File: config.mk
export PLATFORM = sky130hd
export DESIGN_NAME = unsorted_array_max_priority_queue
export DESIGN_NICKNAME = d
export VERILOG_FILES = /design/src/sv/uapq_pkg.sv /design/src/sv/uapq_ram.sv /design/src/sv/unsorted_array_max_priority_queue.sv
export SDC_FILE = /design/constraint.sdc
export NUM_CORES = 2
export LEC_CHECK = 0
export BUFFER_PORTS_ARGS = -buffer_cell sky130_fd_sc_hd__clkbuf_2
export CAP_MARGIN = 10
export CELL_PAD_IN_SITES_DETAIL_PLACEMENT = 0
export CELL_PAD_IN_SITES_GLOBAL_PLACEMENT = 1
export CORE_MARGIN = 2
export CORE_UTILIZATION = 54
export DETAILED_ROUTE_END_ITERATION = 12
export GPL_ROUTABILITY_DRIVEN = 1
export GPL_TIMING_DRIVEN = 0
export PLACE_DENSITY_LB_ADDON = 0.1
export SYNTH_ARGS = -nofsm -noshare
export SYNTH_HDL_FRONTEND = slang
export SYNTH_HIERARCHICAL = 1
export SYNTH_SLANG_ARGS = --single-unit
File: constraint.sdc
create_clock -name clk -period 9.44 [get_ports clk]
set_input_delay 0.944 -clock clk [delete_from_list [all_inputs] [get_ports clk]]
set_output_delay 0.944 -clock clk [all_outputs]
set_load 0.005 [all_outputs]
File: src/sv/uapq_pkg.sv
package uapq_pkg;

  localparam int OP_W     = 3;
  localparam int DATA_W   = 32;
  localparam int SLOT_W   = 4;
  localparam int STATUS_W = 2;
  localparam int COUNT_W  = 5;

  typedef logic [OP_W-1:0]     op_t;
  typedef logic [STATUS_W-1:0] status_t;

  localparam op_t OP_INSERT  = 3'd0;
  localparam op_t OP_EXTRACT = 3'd1;
  localparam op_t OP_PEEK    = 3'd2;
  localparam op_t OP_FIND    = 3'd3;
  localparam op_t OP_SET_KEY = 3'd4;
  localparam op_t OP_SET_VAL = 3'd5;
  localparam op_t OP_DEL     = 3'd6;
  localparam op_t OP_CLEAR   = 3'd7;

  localparam status_t ST_OK    = 2'd0;
  localparam status_t ST_EMPTY = 2'd1;
  localparam status_t ST_FULL  = 2'd2;
  localparam status_t ST_RANGE = 2'd3;

endpackage

File: src/sv/uapq_ram.sv
module uapq_ram #(
  parameter int WIDTH = 32,
  parameter int DEPTH = 16
) (
  input  logic                     clk,
  input  logic                     we,
  input  logic [$clog2(DEPTH)-1:0] waddr,
  input  logic [WIDTH-1:0]         wdata,
  input  logic [$clog2(DEPTH)-1:0] raddr,
  output logic [WIDTH-1:0]         rdata
);

  logic [WIDTH-1:0] mem [DEPTH];

  always_ff @(posedge clk) begin
    if (we) begin
      mem[waddr] <= wdata;
    end
    rdata <= mem[raddr];
  end

endmodule

File: src/sv/unsorted_array_max_priority_queue.sv
// channel  | ports                                          | direction
// in       | in_valid in_ready in_op in_key in_value in_slot | item in
// out      | out_valid out_ready out_status out_key          | result out
//          | out_value out_slot out_count                   |
// insert, set key, set value, delete last, clear, and extract or peek on an empty store:
// exec, then done, which sets out_valid once the output register is free.
// peek and find scan the entries, a find stopping at its first hit; extract also moves
// the last entry into the hole. The scan reads one entry per cycle from the single
// read port of the key and value memories, through one key comparator.
// rst_n (synchronous) empties the store; no clearing pass is needed.
// a new item is taken while the previous result still waits in the output register;
// the one after that waits in the done state until the output register frees.
module unsorted_array_max_priority_queue
  import uapq_pkg::*;
#(
  parameter int CAPACITY = 16
) (
  input  logic                     clk,
  input  logic                     rst_n,
  input  logic                     in_valid,
  output logic                     in_ready,
  input  logic [OP_W-1:0]          in_op,
  input  logic signed [DATA_W-1:0] in_key,
  input  logic signed [DATA_W-1:0] in_value,
  input  logic [SLOT_W-1:0]        in_slot,
  output logic                     out_valid,
  input  logic                     out_ready,
  output logic [STATUS_W-1:0]      out_status,
  output logic signed [DATA_W-1:0] out_key,
  output logic signed [DATA_W-1:0] out_value,
  output logic [SLOT_W-1:0]        out_slot,
  output logic [COUNT_W-1:0]       out_count
);

  localparam int AW = $clog2(CAPACITY);
  localparam int CW = $clog2(CAPACITY + 1);

  localparam logic [2:0] S_IDLE   = 3'd0;
  localparam logic [2:0] S_EXEC   = 3'd1;
  localparam logic [2:0] S_SCAN   = 3'd2;
  localparam logic [2:0] S_RDLAST = 3'd3;
  localparam logic [2:0] S_MOVE   = 3'd4;
  localparam logic [2:0] S_DONE   = 3'd5;

  logic [2:0]        state_r, state_nxt;
  logic [CW-1:0]     cnt_r, cnt_nxt;
  logic [CW-1:0]     idx_r, idx_nxt;
  logic              pend_r, pend_nxt;
  logic [AW-1:0]     pend_idx_r, pend_idx_nxt;
  logic              found_r, found_nxt;
  op_t               op_r, op_nxt;
  logic [DATA_W-1:0] key_r, key_nxt;
  logic [DATA_W-1:0] val_r, val_nxt;
  logic [SLOT_W-1:0] slot_r, slot_nxt;
  status_t           status_r, status_nxt;
  logic [DATA_W-1:0] best_key_r, best_key_nxt;
  logic [DATA_W-1:0] best_val_r, best_val_nxt;
  logic [AW-1:0]     best_idx_r, best_idx_nxt;

  logic              out_valid_r, out_valid_nxt;
  status_t           out_status_r, out_status_nxt;
  logic [DATA_W-1:0] out_key_r, out_key_nxt;
  logic [DATA_W-1:0] out_val_r, out_val_nxt;
  logic [SLOT_W-1:0] out_slot_r, out_slot_nxt;
  logic [COUNT_W-1:0] out_cnt_r, out_cnt_nxt;

  logic              key_we, val_we;
  logic [AW-1:0]     key_waddr, val_waddr, raddr;
  logic [DATA_W-1:0] key_wdata, val_wdata, rd_key, rd_val;
  logic [CW-1:0]     last;
  logic              issue, key_gt, val_eq;

  uapq_ram #(.WIDTH(DATA_W), .DEPTH(CAPACITY)) u_key_ram (
    .clk   (clk),
    .we    (key_we),
    .waddr (key_waddr),
    .wdata (key_wdata),
    .raddr (raddr),
    .rdata (rd_key)
  );

  uapq_ram #(.WIDTH(DATA_W), .DEPTH(CAPACITY)) u_val_ram (
    .clk   (clk),
    .we    (val_we),
    .waddr (val_waddr),
    .wdata (val_wdata),
    .raddr (raddr),
    .rdata (rd_val)
  );

  assign last   = cnt_r - 1'b1;
  assign issue  = (state_r == S_SCAN) && (idx_r < cnt_r) && !found_r;
  assign raddr  = (state_r == S_RDLAST) ? last[AW-1:0] : idx_r[AW-1:0];
  assign key_gt = $signed(rd_key) > $signed(best_key_r);
  assign val_eq = rd_val == val_r;

  assign in_ready   = (state_r == S_IDLE);
  assign out_valid  = out_valid_r;
  assign out_status = out_status_r;
  assign out_key    = out_key_r;
  assign out_value  = out_val_r;
  assign out_slot   = out_slot_r;
  assign out_count  = out_cnt_r;

  always_comb begin
    state_nxt    = state_r;
    cnt_nxt      = cnt_r;
    idx_nxt      = idx_r;
    pend_nxt     = issue;
    pend_idx_nxt = idx_r[AW-1:0];
    found_nxt    = found_r;
    op_nxt       = op_r;
    key_nxt      = key_r;
    val_nxt      = val_r;
    slot_nxt     = slot_r;
    status_nxt   = status_r;
    best_key_nxt = best_key_r;
    best_val_nxt = best_val_r;
    best_idx_nxt = best_idx_r;
    out_valid_nxt  = out_valid_r && !out_ready;
    out_status_nxt = out_status_r;
    out_key_nxt    = out_key_r;
    out_val_nxt    = out_val_r;
    out_slot_nxt   = out_slot_r;
    out_cnt_nxt    = out_cnt_r;
    key_we    = 1'b0;
    val_we    = 1'b0;
    key_waddr = cnt_r[AW-1:0];
    val_waddr = cnt_r[AW-1:0];
    key_wdata = key_r;
    val_wdata = val_r;

    case (state_r)
      S_IDLE: begin
        if (in_valid) begin
          op_nxt   = in_op;
          key_nxt  = in_key;
          val_nxt  = in_value;
          slot_nxt = in_slot;
          state_nxt = S_EXEC;
        end
      end
      S_EXEC: begin
        status_nxt   = ST_OK;
        best_key_nxt = '0;
        best_val_nxt = '0;
        best_idx_nxt = '0;
        idx_nxt      = '0;
        found_nxt    = 1'b0;
        state_nxt    = S_DONE;
        case (op_r)
          OP_INSERT: begin
            if (cnt_r == CW'(CAPACITY)) begin
              status_nxt = ST_FULL;
            end else begin
              key_we       = 1'b1;
              val_we       = 1'b1;
              best_idx_nxt = cnt_r[AW-1:0];
              cnt_nxt      = cnt_r + 1'b1;
            end
          end
          OP_EXTRACT, OP_PEEK: begin
            if (cnt_r == '0) begin
              status_nxt = ST_EMPTY;
            end else begin
              state_nxt = S_SCAN;
            end
          end
          OP_FIND: begin
            state_nxt = S_SCAN;
          end
          OP_SET_KEY, OP_SET_VAL: begin
            if (32'(slot_r) >= 32'(cnt_r)) begin
              status_nxt = ST_RANGE;
            end else begin
              key_we       = (op_r == OP_SET_KEY);
              val_we       = (op_r == OP_SET_VAL);
              key_waddr    = AW'(slot_r);
              val_waddr    = AW'(slot_r);
              best_idx_nxt = AW'(slot_r);
            end
          end
          OP_DEL: begin
            if (cnt_r == '0) begin
              status_nxt = ST_EMPTY;
            end else begin
              cnt_nxt      = last;
              best_idx_nxt = last[AW-1:0];
            end
          end
          default: begin
            cnt_nxt = '0;
          end
        endcase
      end
      S_SCAN: begin
        if (issue) begin
          idx_nxt = idx_r + 1'b1;
        end
        // read data arrives in the cycle after its address
        if (pend_r && !found_r) begin
          if (op_r == OP_FIND) begin
            if (val_eq) begin
              found_nxt    = 1'b1;
              best_key_nxt = rd_key;
              best_val_nxt = rd_val;
              best_idx_nxt = pend_idx_r;
            end
          end else if (pend_idx_r == '0 || key_gt) begin
            best_key_nxt = rd_key;
            best_val_nxt = rd_val;
            best_idx_nxt = pend_idx_r;
          end
        end
        if (!pend_r && (idx_r >= cnt_r || found_r)) begin
          if (op_r == OP_FIND) begin
            status_nxt = found_r ? ST_OK : ST_EMPTY;
            state_nxt  = S_DONE;
          end else if (op_r == OP_EXTRACT) begin
            state_nxt = S_RDLAST;
          end else begin
            state_nxt = S_DONE;
          end
        end
      end
      S_RDLAST: begin
        state_nxt = S_MOVE;
      end
      S_MOVE: begin
        // last entry fills the hole left by the extracted one
        key_we    = 1'b1;
        val_we    = 1'b1;
        key_waddr = best_idx_r;
        val_waddr = best_idx_r;
        key_wdata = rd_key;
        val_wdata = rd_val;
        cnt_nxt   = last;
        state_nxt = S_DONE;
      end
      S_DONE: begin
        if (!out_valid_r || out_ready) begin
          out_valid_nxt  = 1'b1;
          out_status_nxt = status_r;
          out_key_nxt    = best_key_r;
          out_val_nxt    = best_val_r;
          out_slot_nxt   = SLOT_W'(best_idx_r);
          out_cnt_nxt    = COUNT_W'(cnt_r);
          state_nxt      = S_IDLE;
        end
      end
      default: begin
        state_nxt = S_IDLE;
      end
    endcase
  end

  always_ff @(posedge clk) begin
    if (!rst_n) begin
      state_r     <= S_IDLE;
      cnt_r       <= '0;
      pend_r      <= 1'b0;
      found_r     <= 1'b0;
      out_valid_r <= 1'b0;
    end else begin
      state_r     <= state_nxt;
      cnt_r       <= cnt_nxt;
      pend_r      <= pend_nxt;
      found_r     <= found_nxt;
      out_valid_r <= out_valid_nxt;
    end
  end

  always_ff @(posedge clk) begin
    idx_r        <= idx_nxt;
    pend_idx_r   <= pend_idx_nxt;
    op_r         <= op_nxt;
    key_r        <= key_nxt;
    val_r        <= val_nxt;
    slot_r       <= slot_nxt;
    status_r     <= status_nxt;
    best_key_r   <= best_key_nxt;
    best_val_r   <= best_val_nxt;
    best_idx_r   <= best_idx_nxt;
    out_status_r <= out_status_nxt;
    out_key_r    <= out_key_nxt;
    out_val_r    <= out_val_nxt;
    out_slot_r   <= out_slot_nxt;
    out_cnt_r    <= out_cnt_nxt;
  end

endmodule

Yosys cells after proc, flatten, opt, wreduce, memory -nomap -nowiden

Memories as Yosys holds them, arrays and structs flattened. A register that Yosys moved wholly into a read port is not among the register bits.
Cells that the tools add are included.

Register bits after elaboration: 236
Bits in latches: 0
RAM bits: 1024
Bits in read-only memories: 0
Bits of input ports: 75
Output and inout bits: 77
Logic and storage cells: 148
Memories kept: 2

Add/sub/neg operators: 3
Multiply operators: 0
Div/mod/pow operators: 0
Magnitude comparators: 4
Eq/ne operators: 25
Shift-type cells: 0
Muxes and demuxes: 64
Bitwise gates (word level): 0
Reductions and logical operators: 30

Memory list:

| name          | depth | bits a word | read ports | clocked after Yosys merged registers in | write ports | line           | text |
|---|---|---|---|---|---|---|---|
| u_key_ram.mem | 16    | 32          | 1          | 1                                       | 1           | uapq_ram.sv:13 | `logic [WIDTH-1:0] mem [DEPTH];` |
| u_val_ram.mem | 16    | 32          | 1          | 1                                       | 1           | uapq_ram.sv:13 |  |

Operators with widths:

| cell                  | number |
|---|---|
| $mux W32              | 10 |
| $pmux W32 S2          | 2 |
| $mux W4               | 10 |
| $eq A32 B32 Y1        | 1 |
| $gt A32 B32 Y1        | 1 |
| $pmux W5 S2           | 2 |
| $mux W3               | 6 |
| $pmux W3 S6           | 1 |
| $pmux W4 S2           | 2 |
| $eq A3 B3 Y1 const B  | 5 |
| $mux W5               | 3 |
| $pmux W5 S3           | 1 |
| $mux W1               | 14 |
| $eq A3 B2 Y1 const B  | 4 |
| $pmux W4 S3           | 1 |
| $reduce_and A4 Y1     | 3 |
| $add A5 B1 Y5 const B | 2 |
| $ne A2 B2 Y1 const B  | 5 |
| $pmux W1 S2           | 5 |
| $ne A3 B3 Y1 const B  | 3 |
| $mux W2               | 4 |
| $eq A3 B1 Y1 const B  | 2 |
| $logic_not A3 Y1      | 2 |
| $ne A2 B1 Y1 const B  | 3 |
| other kinds (20)      | 34 |

Logic depth before layout (Yosys ltp)

Word-level depth: 6
Depth in mapped cells: 10
Depth with buffers taken out: 10

Hierarchy

Netlist, hierarchy kept.

Modules (own cells, without submodules):

| module                            | instances | cells each | area each (µm²) | sequential area each (µm²) |
|---|---|---|---|---|
| uapq_ram at u_key_ram             | 1         | 838        | 19854.0         | 16015.4 |
| uapq_ram at u_val_ram             | 1         | 838        | 19835.3         | 16015.4 |
| unsorted_array_max_priority_queue | 1         | 877        | 10646.5         | 6936.7 |

Worst setup path after synthesis

Ideal clock, no wire load.

Kind: flip-flop to flip-flop
Start point: register best_key_r[27]
End point: register best_idx_r[0] (enable)
Setup time: 595 ps
Arrival time: 6465 ps
Data required time: 8845 ps
Path slack: 2380 ps
Stages on the path, launching flop included: 8
Cells stage by stage: edfxtp_1 > inv_1 > ha_1 > nand4_1 > nor4_1 > o31a_1 > a311oi_1 > a211oi_1

Word-level cells in the longest chain between the ends: 4

RTL lines:

| what                               | line                                     | text |
|---|---|---|
| start, declared                    | unsorted_array_max_priority_queue.sv:56  | `logic [DATA_W-1:0] best_key_r, best_key_nxt;` |
| start signal, assigned             | unsorted_array_max_priority_queue.sv:281 | `best_key_r <= best_key_nxt;` |
| $gt A32 B32 Y1                     | unsorted_array_max_priority_queue.sv:94  | `assign key_gt = $signed(rd_key) > $signed(best_key_r);` |
| $logic_or A1 B1 Y1                 | unsorted_array_max_priority_queue.sv:209 | `end else if (pend_idx_r == '0 \|\| key_gt) begin` |
| $ne A3 B1 Y1 (no source line)      | -                                        |  |
| $reduce_and A4 Y1 (no source line) | -                                        |  |
| end signal, assigned               | unsorted_array_max_priority_queue.sv:283 | `best_idx_r <= best_idx_nxt;` |
| end, declared                      | unsorted_array_max_priority_queue.sv:58  | `logic [AW-1:0] best_idx_r, best_idx_nxt;` |

No other way between the ends.
A chain may end at the register's enable or synchronous reset.

Final worst setup path

Start point: register cnt_r[1]
End point: memory u_val_ram.mem[12][24] (enable)

Elaborated cells between the ends (all ways): 11
Those cells by class: order compare (1); eq/ne (1); mux (9)

RTL lines:

| what                   | line                                     | text |
|---|---|---|
| start, declared        | unsorted_array_max_priority_queue.sv:46  | `logic [CW-1:0] cnt_r, cnt_nxt;` |
| start signal, assigned | unsorted_array_max_priority_queue.sv:266 | `cnt_r <= cnt_nxt;` |
| $ge A4 B5 Y1           | unsorted_array_max_priority_queue.sv:173 | `if (32'(slot_r) >= 32'(cnt_r)) begin` |
| $mux W4 (2 in series)  | -                                        |  |
| $pmux W4 S2            | -                                        |  |
| net key_waddr[2]       | unsorted_array_max_priority_queue.sv:68  | `logic [AW-1:0] key_waddr, val_waddr, raddr;` |
| end, declared          | uapq_ram.sv:13                           |  |

The timed path passes the listed nets, and every way through them passes these cells.

==> flow_metrics.tcl <==
set metrics [dict create \
    status "complete, no violations" \
    die_area_um2 95700 \
    start_kind "flop" \
    setup_violations 0 \
    synth_cell_types 68 \
    postCtsSetupBuffers 0 \
    final_nets 3026 \
    p_sw_share_pct 27.8 \
    rsz0062_at_grt "no" \
    grt_overflow 0 \
    fin_crit_ps 4760 \
    htree_levels 4 \
    grt_pass1_vias 26200 \
    drt-pass1-iter-count 6 \
    path_max_fanout 9 \
    gp_congestion 0.805 \
    via_per_inst 6.00 \
    slew_headroom_pct 26.2 \
    max-vdd-ir-drop_uv 225 \
    vias 25600 \
    die_h_um 309 \
    post_cts_resized 0 \
    ys_seq_area_share_pct 77.4 \
    fmax_ghz 0.210 \
    clkPwrFrac_pct 33.1 \
    power_switching_uw 4390 \
    fin_worst_skew_ps 28.6 \
    cp.required_ps 9870 \
    hold_class "input pin to flop" \
    core_area_um2 92100 \
    regArea_um2 39000 \
    dp_hpwl_um 79400 \
    grt_pass1_wl_um 176000 \
    clk_latency_ps 750 \
    numCtsBuffers 136 \
    cts_buffer_depth 3 \
    ctsHoldBuffers 0 \
    synthFlopType "edfxtp_1" \
    cap_viol_max_count 0 \
    pre_cts_ws_ps 4740 \
    rows 111 \
    hold_violations 0 \
    stdcell_count 4261 \
    layout-drive-gt1-share_pct 25.3 \
    cts_tree "yes" \
    worst_slack_ps 4680 \
    drc 0 \
    port_buffers 151 \
    synth_cells 2553 \
    initial_utilization_pct 54.7 \
    io_pins 152 \
    fillCellCount 6344 \
    tightestPinTransition_ps 1110 \
    async_flop_share_pct 0 \
    wl_um 121000 \
    synth.net_count 2672 \
    cts.sinks 1324 \
    drtIter0Drc 2916 \
    die_w_um 309 \
    cts_root_buffer "clkbuf_16" \
    avgSynthCellArea_um2 19.7 \
    power_frac_seq_pct 48.6 \
    wl_per_cell_um 28.4 \
    ant_nets 0 \
    rrSetupSlack_ps 4680 \
    maxSlewViolCount 0 \
    synth-edff-count 1245 \
    finalCritPeriodShare_pct 50.4 \
    syn_to_final_growth_pct 15.9 \
    clk_pin_slew_ps 70 \
    track_usage_pct 26.0 \
    multi_input_area_um2 10900 \
    cell_internal_pwr_uw 11400 \
    grt_max_degree 38 \
    p_per_area_nw_per_um2 271 \
    comb_power_share_pct 18.3 \
    leakage_uw 0.0196 \
    ys_warn_count 6 \
    antenna_found_initial 3 \
    synth_seq_cells 1324 \
    end_kind "flop" \
    place_inst 4010 \
    crit_type "flop to flop" \
    syn-cell-area_um2 50300 \
    cp.arrival_ps 5190 \
]
## metrics by stage
stage / hold WS [ps] / util, % / instance area [um2] / TNS (ps) / power [uW]
after floorplan: 400 / - / 50300 / 0 / 9470
after global placement: 404 / 57.2 / 52600 / -215250 / 10600
after detailed placement: 405 / 58.6 / 53900 / 0 / 10700
after CTS: 320 / 63.3 / 58300 / 0 / 15900
after global routing: 348 / 63.3 / 58300 / 0 / 16400
final: 366 / 63.3 / 58300 / 0 / 15800
## critical path, stage by stage (launching register included)
cell and delay (ps):
dfxtp_1 510, inv_1 240, ha_1 340, a21o_1 170, a211o_1 340, a21oi_2 400, a22oi_1 140, o31ai_1 260
nand3_1 520, nor3_2 810, buf_6 270, buf_6 200, buf_6 200
## Yosys cell counts, drive strengths merged, types with 12 or more instances
library cell,instances,area (um2)
a21oi,27,146
a22oi,133,998
and2,70,440
buf,73,400
clkbuf,47,176
dfxtp,79,1580
edfxtp,1245,37400
ha,44,551
inv,43,161
mux4,256,5770
nand2,281,1060
nor2,50,188
nor2b,13,81.3
nor3,20,100
nor4,12,81.3
o21ai,24,135
xor2,34,298
## final timing paths
path,to,cells after the start,from
worst max-delay path,u_val_ram/mem[12][24],12,cnt_r[1]
worst min-delay path,val_r[20],1,in_value[20]
worst max register to register,u_val_ram/mem[12][24],12,cnt_r[1]
worst min register to register,out_value[25],0,best_val_r[25]
## cell families after synthesis
kind of cell / count (synthesis) / share of synthesized area (%)
XOR/XNOR: 38 / 0.661
buffers and inverters: 163 / 1.47
flip-flops: 1324 / 77.4
multiplexers: 257 / 11.5
adder cells (fa/ha/maj): 44 / 1.09
AND/OR/NAND/NOR: 494 / 4.53
AO/OA/AOI/OAI: 233 / 3.36
## placed cells by master (no fill, tap or decap), types with 6 or more instances in the layout
cell type  instances
clkinv_8           6
clkinv_1          26
buf_6             32
mux4_2           256
nand4_1           10
nor3_2             8
a22oi_1          133
clkbuf_1          80
clkinv_2          19
o21ai_1           11
nor2_1            25
and2_1            68
xor2_1            34
clkbuf_16        137
buf_12            21
dfxtp_1           79
inv_1             41
nand2b_1           7
nor2b_1           13
nand3_1           10
nor3_1            12
buf_4             22
buf_2             23
nand3b_1           7
clkbuf_2         151
buf_1             27
nor4_1            11
buf_8              6
nor2_4            25
bufinv_16         11
o21ai_0           11
nand2_1          280
edfxtp_1        1245
ha_1              44
a21oi_1           24
buf_16             7
## metal layers
layer	up-vias	wire, um	global-route usage (%)
met5	-	0	0
met3	164	6660	3.58
met2	891	61900	44.2
met1	13500	49400	35.1
met4	0	3060	8.32
li1	11000	-	-
## power by group through the flow
stage               Sequential [uW]  Clock, uW  Combinational [uW]
finish                         7690       5230                2890
global route                   7730       5550                3130
CTS                            7700       5320                2920
detailed placement             7820          0                2900
global placement               7880          0                2680
floorplan                      7680          0                1790
## cell type report
| cell class | count | area share (%) |
|---|---|---|
| tap | 1243 | 2.67 |
| inverter | 43 | 0.277 |
| buffer | 120 | 0.989 |
| clock buffer | 175 | 6.21 |
| antenna | 1 | 0.00429 |
| sequential | 1324 | 66.8 |
| clock inverter | 73 | 1.28 |
| multi-input combinational | 1066 | 18.7 |
| timing repair buffer | 216 | 3.09 |
## state kept, by name, summed over array words and instances (netlist names), 4 cells and up
register and cells:
best_idx_r 4, best_key_r 32, best_val_r 32, cnt_r 5
idx_r 5, key_r 32, out_count 5, out_key 32
out_slot 4, out_value 32, pend_idx_r 4, slot_r 4
u_key_ram/mem 512, u_key_ram/rdata 32, u_val_ram/mem 512, u_val_ram/rdata 32
val_r 32
No activity file was read; power rests on OpenSTA's default activity.
